**src/design/cprs_pkg.sv**
```systemverilog
// Shared types and constants for the contiguous page run search block.
// No dependencies; imported by every module of the block.
`default_nettype none

package cprs_pkg;

  localparam int ADDR_W          = 52;
  localparam int CNT_W           = 41;
  localparam int PAGE_SHIFT      = 12;
  localparam int MAX_RANGES      = 4;
  localparam int RESERVED_RANGES = 4;

  // page numbers must hold ceil(addr / page) up to 2**(ADDR_W-PAGE_SHIFT)
  localparam int PG_W    = ADDR_W - PAGE_SHIFT + 1;
  localparam int SUM_W   = ((PG_W > CNT_W) ? PG_W : CNT_W) + 1;
  localparam int K_W     = (MAX_RANGES > 1) ? $clog2(MAX_RANGES) : 1;
  localparam int PASS_W  = $clog2(MAX_RANGES + 1);
  localparam int CFG_IDX_W = 3;

  localparam logic [K_W-1:0]    LAST_K   = K_W'(RESERVED_RANGES - 1);
  localparam logic [PASS_W-1:0] MAX_PASS = PASS_W'(MAX_RANGES);

  typedef logic [PG_W-1:0]   page_t;
  typedef logic [SUM_W-1:0]  psum_t;
  typedef logic [ADDR_W-1:0] addr_t;
  typedef logic [CNT_W-1:0]  count_t;

  // a reserved range kept as rounded-up page bounds
  typedef struct packed {
    page_t cb;
    page_t ce;
  } range_pg_t;

  typedef enum logic [CFG_IDX_W-1:0] {
    REG_R0_BEGIN = 3'd0,
    REG_R0_END   = 3'd1,
    REG_R1_BEGIN = 3'd2,
    REG_R1_END   = 3'd3,
    REG_R2_BEGIN = 3'd4,
    REG_R2_END   = 3'd5,
    REG_R3_BEGIN = 3'd6,
    REG_R3_END   = 3'd7
  } cfg_reg_e;

  typedef enum logic [2:0] {
    S_IDLE,
    S_SUM,
    S_LIMIT,
    S_RNG_A,
    S_RNG_B,
    S_ADV,
    S_DONE
  } state_t;

  function automatic page_t ceil_page(input addr_t a);
    logic [ADDR_W:0] sum;
    sum = {1'b0, a} + (ADDR_W+1)'((64'd1 << PAGE_SHIFT) - 64'd1);
    return sum[ADDR_W:PAGE_SHIFT];
  endfunction

endpackage

`default_nettype wire

```
**src/design/cprs_cfg_regs.sv**
```systemverilog
// Reserved range registers, stored as rounded-up page bounds.
// Depends on cprs_pkg.
`default_nettype none

module cprs_cfg_regs
  import cprs_pkg::*;
(
  input  wire logic                    clk,
  input  wire logic                    rst_n,
  input  wire logic                    cfg_we,
  input  wire logic [CFG_IDX_W-1:0]    cfg_index,
  input  wire addr_t                   cfg_wdata,
  output range_pg_t [MAX_RANGES-1:0]   ranges_o
);

  range_pg_t [MAX_RANGES-1:0] ranges_r;
  page_t                      wr_pg;

  assign wr_pg    = ceil_page(cfg_wdata);
  assign ranges_o = ranges_r;

  always_ff @(posedge clk) begin
    if (!rst_n) begin
      ranges_r <= '0;
    end else if (cfg_we) begin
      case (cfg_reg_e'(cfg_index))
        REG_R0_BEGIN: ranges_r[0].cb <= wr_pg;
        REG_R0_END:   ranges_r[0].ce <= wr_pg;
        REG_R1_BEGIN: ranges_r[1].cb <= wr_pg;
        REG_R1_END:   ranges_r[1].ce <= wr_pg;
        REG_R2_BEGIN: ranges_r[2].cb <= wr_pg;
        REG_R2_END:   ranges_r[2].ce <= wr_pg;
        REG_R3_BEGIN: ranges_r[3].cb <= wr_pg;
        REG_R3_END:   ranges_r[3].ce <= wr_pg;
        default: ;
      endcase
    end
  end

endmodule

`default_nettype wire

```
**src/design/cprs_seq.sv**
```systemverilog
// Search sequencer: walks candidate start pages past reserved ranges,
// checking each range in S_RNG_A then S_RNG_B through a shared add/compare path.
// Depends on cprs_pkg.
`default_nettype none

module cprs_seq
  import cprs_pkg::*;
(
  input  wire logic                   clk,
  input  wire logic                   rst_n,
  input  wire logic                   start,
  output logic                        busy,
  input  wire count_t                 page_count,
  input  wire addr_t                  region_base,
  input  wire addr_t                  region_limit,
  input  wire range_pg_t [MAX_RANGES-1:0] ranges,
  output logic                        res_valid,
  output logic                        res_found,
  output addr_t                       res_addr
);

  state_t              state_r, state_nxt;
  page_t               s_r;
  page_t               limit_r;
  count_t              n_r;
  logic                nz_r;
  psum_t               sn_r;
  logic [K_W-1:0]      k_r;
  logic [PASS_W-1:0]   pass_r;
  logic                moved_r;
  logic                live_r;
  page_t               lo_r;
  page_t               hi_r;
  logic                found_r;

  range_pg_t           rsel;
  logic                accept;
  logic                over_limit;
  logic                hit;
  logic                last_k;
  logic                moved_any;
  logic [PG_W+PAGE_SHIFT-1:0] addr_full;

  assign accept     = start && (state_r == S_IDLE);
  assign rsel       = ranges[k_r];
  assign over_limit = sn_r > SUM_W'(limit_r);
  assign hit        = live_r && nz_r && (SUM_W'(lo_r) < sn_r);
  assign last_k     = (k_r == LAST_K);
  // in S_ADV the move has already been recorded
  assign moved_any  = moved_r || (state_r == S_ADV);

  always_comb begin
    state_nxt = state_r;
    case (state_r)
      S_IDLE:  if (start) state_nxt = S_SUM;
      S_SUM:   state_nxt = S_LIMIT;
      S_LIMIT: state_nxt = over_limit ? S_DONE : S_RNG_A;
      S_RNG_A: state_nxt = S_RNG_B;
      S_RNG_B, S_ADV: begin
        if (state_r == S_RNG_B && hit) begin
          state_nxt = S_ADV;
        end else if (!last_k) begin
          state_nxt = S_RNG_A;
        end else if (moved_any && pass_r != MAX_PASS) begin
          state_nxt = S_LIMIT;
        end else begin
          state_nxt = S_DONE;
        end
      end
      S_DONE:  state_nxt = S_IDLE;
      default: state_nxt = S_IDLE;
    endcase
  end

  always_ff @(posedge clk) begin
    if (!rst_n) begin
      state_r <= S_IDLE;
      found_r <= 1'b0;
      moved_r <= 1'b0;
      k_r     <= '0;
      pass_r  <= '0;
    end else begin
      state_r <= state_nxt;
      case (state_r)
        S_IDLE: begin
          found_r <= 1'b0;
          pass_r  <= '0;
        end
        S_LIMIT: begin
          k_r     <= '0;
          moved_r <= 1'b0;
          found_r <= 1'b0;
        end
        S_RNG_B, S_ADV: begin
          if (state_r == S_RNG_B && hit) begin
            moved_r <= 1'b1;
          end else if (!last_k) begin
            k_r <= k_r + K_W'(1);
          end else if (moved_any) begin
            pass_r <= pass_r + PASS_W'(1);
          end else begin
            // no range blocked this pass; the limit was checked at its start
            found_r <= 1'b1;
          end
        end
        default: ;
      endcase
    end
  end

  // datapath registers
  always_ff @(posedge clk) begin
    if (accept) begin
      s_r     <= PG_W'(region_base >> PAGE_SHIFT);
      limit_r <= PG_W'(region_limit >> PAGE_SHIFT);
      n_r     <= page_count;
      nz_r    <= (page_count != '0);
    end
    if (state_r == S_SUM || state_r == S_ADV) begin
      sn_r <= SUM_W'(s_r) + SUM_W'(n_r);
    end
    if (state_r == S_RNG_A) begin
      live_r <= (rsel.cb < rsel.ce) && (s_r < rsel.ce);
      lo_r   <= (rsel.cb == '0) ? '0 : rsel.cb - PG_W'(1);
      hi_r   <= rsel.ce;
    end
    if (state_r == S_RNG_B && hit) begin
      s_r <= hi_r;
    end
  end

  assign addr_full = {s_r, {PAGE_SHIFT{1'b0}}};

  always_comb begin
    busy      = (state_r != S_IDLE);
    res_valid = (state_r == S_DONE);
    res_found = found_r;
    res_addr  = found_r ? addr_full[ADDR_W-1:0] : '0;
  end

endmodule

`default_nettype wire

```
**src/design/contiguous_page_run_search.sv**
```systemverilog
// Top level of the contiguous page run search block.
// Depends on cprs_pkg, cprs_cfg_regs and cprs_seq.
//
// Usage:
//   A request is taken when start is high while busy is low. It carries a
//   page count and a byte region [in_region_base, in_region_limit); both
//   addresses are truncated to whole pages. The block finds the lowest start
//   page of a run of that many pages inside the region that touches none of
//   the four reserved ranges, and reports it once: out_valid is high for one
//   cycle with out_found and out_run_address (zero when nothing fits).
//   The receiver cannot stall; the result must be taken in that cycle.
//   Each pass makes one limit compare, then checks the reserved ranges in turn
//   (S_RNG_A, then S_RNG_B), with an S_ADV step for each range that moves the
//   candidate; a range moves it at most once, so at most five passes and four
//   moves in all. busy stays high until the strobe cycle ends, so one request
//   is in flight at a time; the next one can be taken in the cycle after the
//   strobe. Reserved ranges are written through cfg_we/cfg_index/cfg_wdata;
//   the user must write them only while busy is low (the block does not
//   enforce it); each write is rounded to pages as it is stored.
//   Synchronous reset clears the ranges to empty and returns to idle.
`default_nettype none

module contiguous_page_run_search
  import cprs_pkg::*;
(
  input  wire logic                 clk,
  input  wire logic                 rst_n,
  input  wire logic                 start,
  output logic                      busy,
  input  wire logic [CNT_W-1:0]     in_page_count,
  input  wire logic [ADDR_W-1:0]    in_region_base,
  input  wire logic [ADDR_W-1:0]    in_region_limit,
  output logic                      out_valid,
  output logic                      out_found,
  output logic [ADDR_W-1:0]         out_run_address,
  input  wire logic                 cfg_we,
  input  wire logic [CFG_IDX_W-1:0] cfg_index,
  input  wire logic [ADDR_W-1:0]    cfg_wdata
);

  range_pg_t [MAX_RANGES-1:0] ranges;

  cprs_cfg_regs u_cfg (
    .clk       (clk),
    .rst_n     (rst_n),
    .cfg_we    (cfg_we),
    .cfg_index (cfg_index),
    .cfg_wdata (cfg_wdata),
    .ranges_o  (ranges)
  );

  cprs_seq u_seq (
    .clk          (clk),
    .rst_n        (rst_n),
    .start        (start),
    .busy         (busy),
    .page_count   (in_page_count),
    .region_base  (in_region_base),
    .region_limit (in_region_limit),
    .ranges       (ranges),
    .res_valid    (out_valid),
    .res_found    (out_found),
    .res_addr     (out_run_address)
  );

endmodule

`default_nettype wire

```
**config.mk**
```make
export PLATFORM = sky130hd
export DESIGN_NAME = contiguous_page_run_search
export DESIGN_NICKNAME = d
export VERILOG_FILES = /design/src/design/cprs_pkg.sv /design/src/design/cprs_cfg_regs.sv /design/src/design/cprs_seq.sv /design/src/design/contiguous_page_run_search.sv
export SDC_FILE = /design/constraint.sdc
export NUM_CORES = 1
export LEC_CHECK = 0
export BUFFER_PORTS_ARGS = -buffer_cell sky130_fd_sc_hd__buf_2
export CELL_PAD_IN_SITES_DETAIL_PLACEMENT = 1
export CELL_PAD_IN_SITES_GLOBAL_PLACEMENT = 2
export CORE_MARGIN = 3
export CORE_UTILIZATION = 30
export CTS_CLUSTER_SIZE = 8
export DETAILED_ROUTE_END_ITERATION = 6
export PLACE_DENSITY_LB_ADDON = 0.3
export RECOVER_POWER = 50
export SLEW_MARGIN = 0
export SYNTH_ARGS = -nofsm -noshare
export SYNTH_HDL_FRONTEND = slang
export SYNTH_SLANG_ARGS = --single-unit
```
**constraint.sdc**
```tcl
create_clock -name clk -period 5.8 [get_ports clk]
set_input_delay 0.29 -clock clk [delete_from_list [all_inputs] [get_ports clk]]
set_output_delay 0.29 -clock clk [all_outputs]
set_load 0.01 [all_outputs]
```
==> run_results.csv <==
group,metric,value,unit
detailed_routing,first_pass_iters,5,
synth,synth_top_area_cell,"edfxtp_1",
final_layout,stdcell_count,4322,
outcome,violations,"capacitance limit, slew limit",
clocking,ctsHtreeMaxLevel,3,
final_layout,multiInputGateArea,13900,µm²
final_layout,n_fill_cell,10500,
placed_design,place_congestion,0.888,
die,start_util,30.5,%
final_layout,fin_nets,3439,
synth,syn_area_per_cell,10.7,µm²
sta,min_period_over_period,88.4,%
synth,yosys_warnings,0,
clocking,root_buffer,"clkbuf_16",
detailed_routing,post_drt_wl_per_cell,22.3,µm
min_path,hold_class,"in -> reg",
detailed_routing,antenna_left,0,
final_layout,drive_above_1_share,13.7,%
detailed_routing,drc_errors,0,
synth,synth-seq-cells,586,
placed_design,place_inst,4097,
sta,finalMaxSlewViolations,414,
power_and_ir_drop,ir_drop,0.190,mV
worst_setup_path,required,6150,ps
global_routing,antenna_found_initial,4,
power_and_ir_drop,powerDensity,402,nW/µm²
sta,holdWs,43.2,ps
sta,skew,28.1,ps
synth,syn_inst,2726,
worst_setup_path,reg2regPathDepth,9,
synth,async_flop_share,0,%
die,core_area,95900,µm²
flow_run,maxCapViolCount,6,
clocking,tritoncts,"done",
detailed_routing,drt_iter0_markers,1180,
sta,max_freq,0.195,GHz
sta,min_period,5130,ps
clocking,clock_path_buffers,3,
synth,seq_area_frac_synth,48.6,%
clocking,clk_latency,630,ps
synth,ys.flop_type,"dfxtp_1",
global_routing,grt_pass1_vias,24200,
power_and_ir_drop,leakage,14.6,nW
die,die_area,101000,µm²
min_path,min_from,"in_region_base[24]",
worst_setup_path,critPathCaptureType,"flip-flop",
synth,synth_edf_count,248,
min_path,holdPathEnd,"u_seq.s_r[12]",
synth,synthesis.area,29200,µm²
clocking,cts_hold_buf,110,
worst_setup_path,r2r-end,"u_seq.lo_r[2]",
detailed_routing,vias,22500,
sta,hold_viol,0,
sta,slew_headroom,-174,%
synth,yosysTopAreaCellShare,25.5,%
clocking,cts.sinks,586,
final_layout,area_growth,19.4,%
die,rows,113,
worst_setup_path,critPathKind,"reg -> reg",
sta,setup_violations,0,
die,pin_count,259,
clocking,ctsResizeCount,0,
detailed_routing,routed_wl,96200,µm
placed_design,port_buffers,222,
worst_setup_path,path_max_fanout,37,
die,die_x,318,µm
min_path,hold_depth,2,
clocking,postCtsSetupRepairBufs,0,
die,die_height,318,µm
sta,rsz0062_at_grt,"no",
worst_setup_path,cp-start-kind,"flip-flop",
worst_setup_path,worstPathArrival,5470,ps
clocking,clk_pin_slew,50,ps
clocking,cts_made_buffers,83,
sta,finalSetupTns,0,ps
sta,tightest_slew,4120,ps
synth,ys_types,62,
placed_design,dp_hpwl,68800,µm
final_layout,regArea,14200,µm²
global_routing,overflow,0,
worst_setup_path,r2r_start,"u_seq.k_r[1]",
global_routing,grt_max_degree,140,
worst_setup_path,rrSetupSlack,670,ps
detailed_routing,vias_per_cell,5.21,
synth,synthTopCellsByArea,"edfxtp_1 (25%), dfxtp_1 (23%), ha_1 (8.8%)",
global_routing,track_usage,18.5,%
outcome,status,"complete, but fails checks",
global_routing,grt_first_pass_wirelength,146000,µm
==> cells in the final DEF, fill, tap and decap left out, types with 45 or more instances in the layout <==
cell type | netlist | layout
a21o_1 | 45 | 45
a21oi_1 | 290 | 290
buf_2 | 7 | 160
clkbuf_1 | 130 | 94
clkbuf_16 | 0 | 84
dfxtp_1 | 338 | 336
dlygate4sd3_1 | 0 | 112
edfxtp_1 | 248 | 248
ha_1 | 205 | 205
inv_1 | 149 | 148
mux4_2 | 82 | 82
nand2_1 | 185 | 184
nor2_1 | 102 | 96
o211a_1 | 113 | 113
o21ai_0 | 272 | 271
xnor2_1 | 63 | 63
==> state kept, by name (all words and copies together) (netlist names), 2 cells and up <==
signal	count
u_cfg.ranges_o	328
u_seq.hi_r	41
u_seq.k_r	2
u_seq.limit_r	40
u_seq.lo_r	41
u_seq.n_r	41
u_seq.pass_r	3
u_seq.s_r	41
u_seq.sn_r	42
u_seq.state_r	3
==> kinds of logic (layout without fill, tap and decap cells) <==
family | Yosys count | count (layout) | synth area share, %
adder cells (fa/ha/maj) | 206 | 206 | 8.84
multiplexers | 138 | 138 | 8.40
XOR/XNOR | 102 | 102 | 3.06
AND/OR/NAND/NOR | 574 | 574 | 9.76
other | 1 | 14 | 0.0128
buffers and inverters | 307 | 625 | 4.20
flip-flops | 586 | 586 | 48.6
AO/OA/AOI/OAI | 812 | 812 | 17.1
==> critical path, stage by stage, from the launching register on <==
cell and delay [ps]:
dfxtp_4 800, clkbuf_1 660, buf_4 370, clkbuf_1 630
mux4_2 500, or4_1 580, or2_2 370, nor4b_4 540
buf_12 260, nor2_1 70
==> layer usage <==
layer,vias up,routed length (µm),GRT usage (%)
li1,10600,-,-
met1,11300,45200,25.2
met2,435,45100,30.5
met3,136,3580,2.78
met4,2,2330,5.62
met5,-,7,0
==> area by class of cell <==
cell class | instances | area share (%)
Timing Repair Buffer | 365 | 6.80
Inverter | 149 | 1.61
Sequential cell | 586 | 40.7
Tap cell | 1265 | 4.53
Clock inverter | 5 | 0.197
Antenna cell | 2 | 0.0143
Multi-Input combinational cell | 1844 | 39.9
Clock buffer | 106 | 6.26
==> cells in the mapped netlist (all sizes together) (22+ instances only) <==
master	count
inv	149
ha	205
and2	44
nor2b	34
a21oi	290
nand3	40
nor3	26
nor4	26
nor2	102
o211a	113
mux4	82
a21o	45
xnor2	63
xor2	39
nand4	39
or3	22
edfxtp	248
dfxtp	338
clkbuf	130
o21ai	272
buf	28
nand2	185
mux2	40
==> per-stage QoR <==
step                setup WS [ps]  cell area [µm²]  utilization, %  power, mW
floorplan                     959            29300               -       8.27
global placement             1230            31700            33.0       9.48
detailed placement           1180            31700            33.0       9.66
CTS                          1150            35000            36.5       14.2
global route                  488            34900            36.4       14.9
finish                        674            34900            36.4       14.0
==> report_power, final <==
group / total, mW / internal (mW) / switching (mW)
combinational: 3.96 / 1.60 / 2.36
sequential: 5.68 / 5.19 / 0.491
clock: 4.38 / 2.60 / 1.78
total: 14.0 / 9.39 / 4.63
==> worst max-delay path by stage <==
stage | from | endpoint | cells after the start
final | u_seq.k_r[1] | u_seq.lo_r[2] | 9
after global routing | rst_n | u_cfg.ranges_o[7] | 4
after CTS | u_seq.k_r[0] | u_seq.lo_r[2] | 8
after detailed placement | u_seq.k_r[0] | u_seq.lo_r[15] | 8
after global placement | u_seq.k_r[0] | u_seq.lo_r[6] | 8
after floorplan | u_seq.k_r[0] | u_seq.live_r | 17
(Power assumes the default switching activity.)
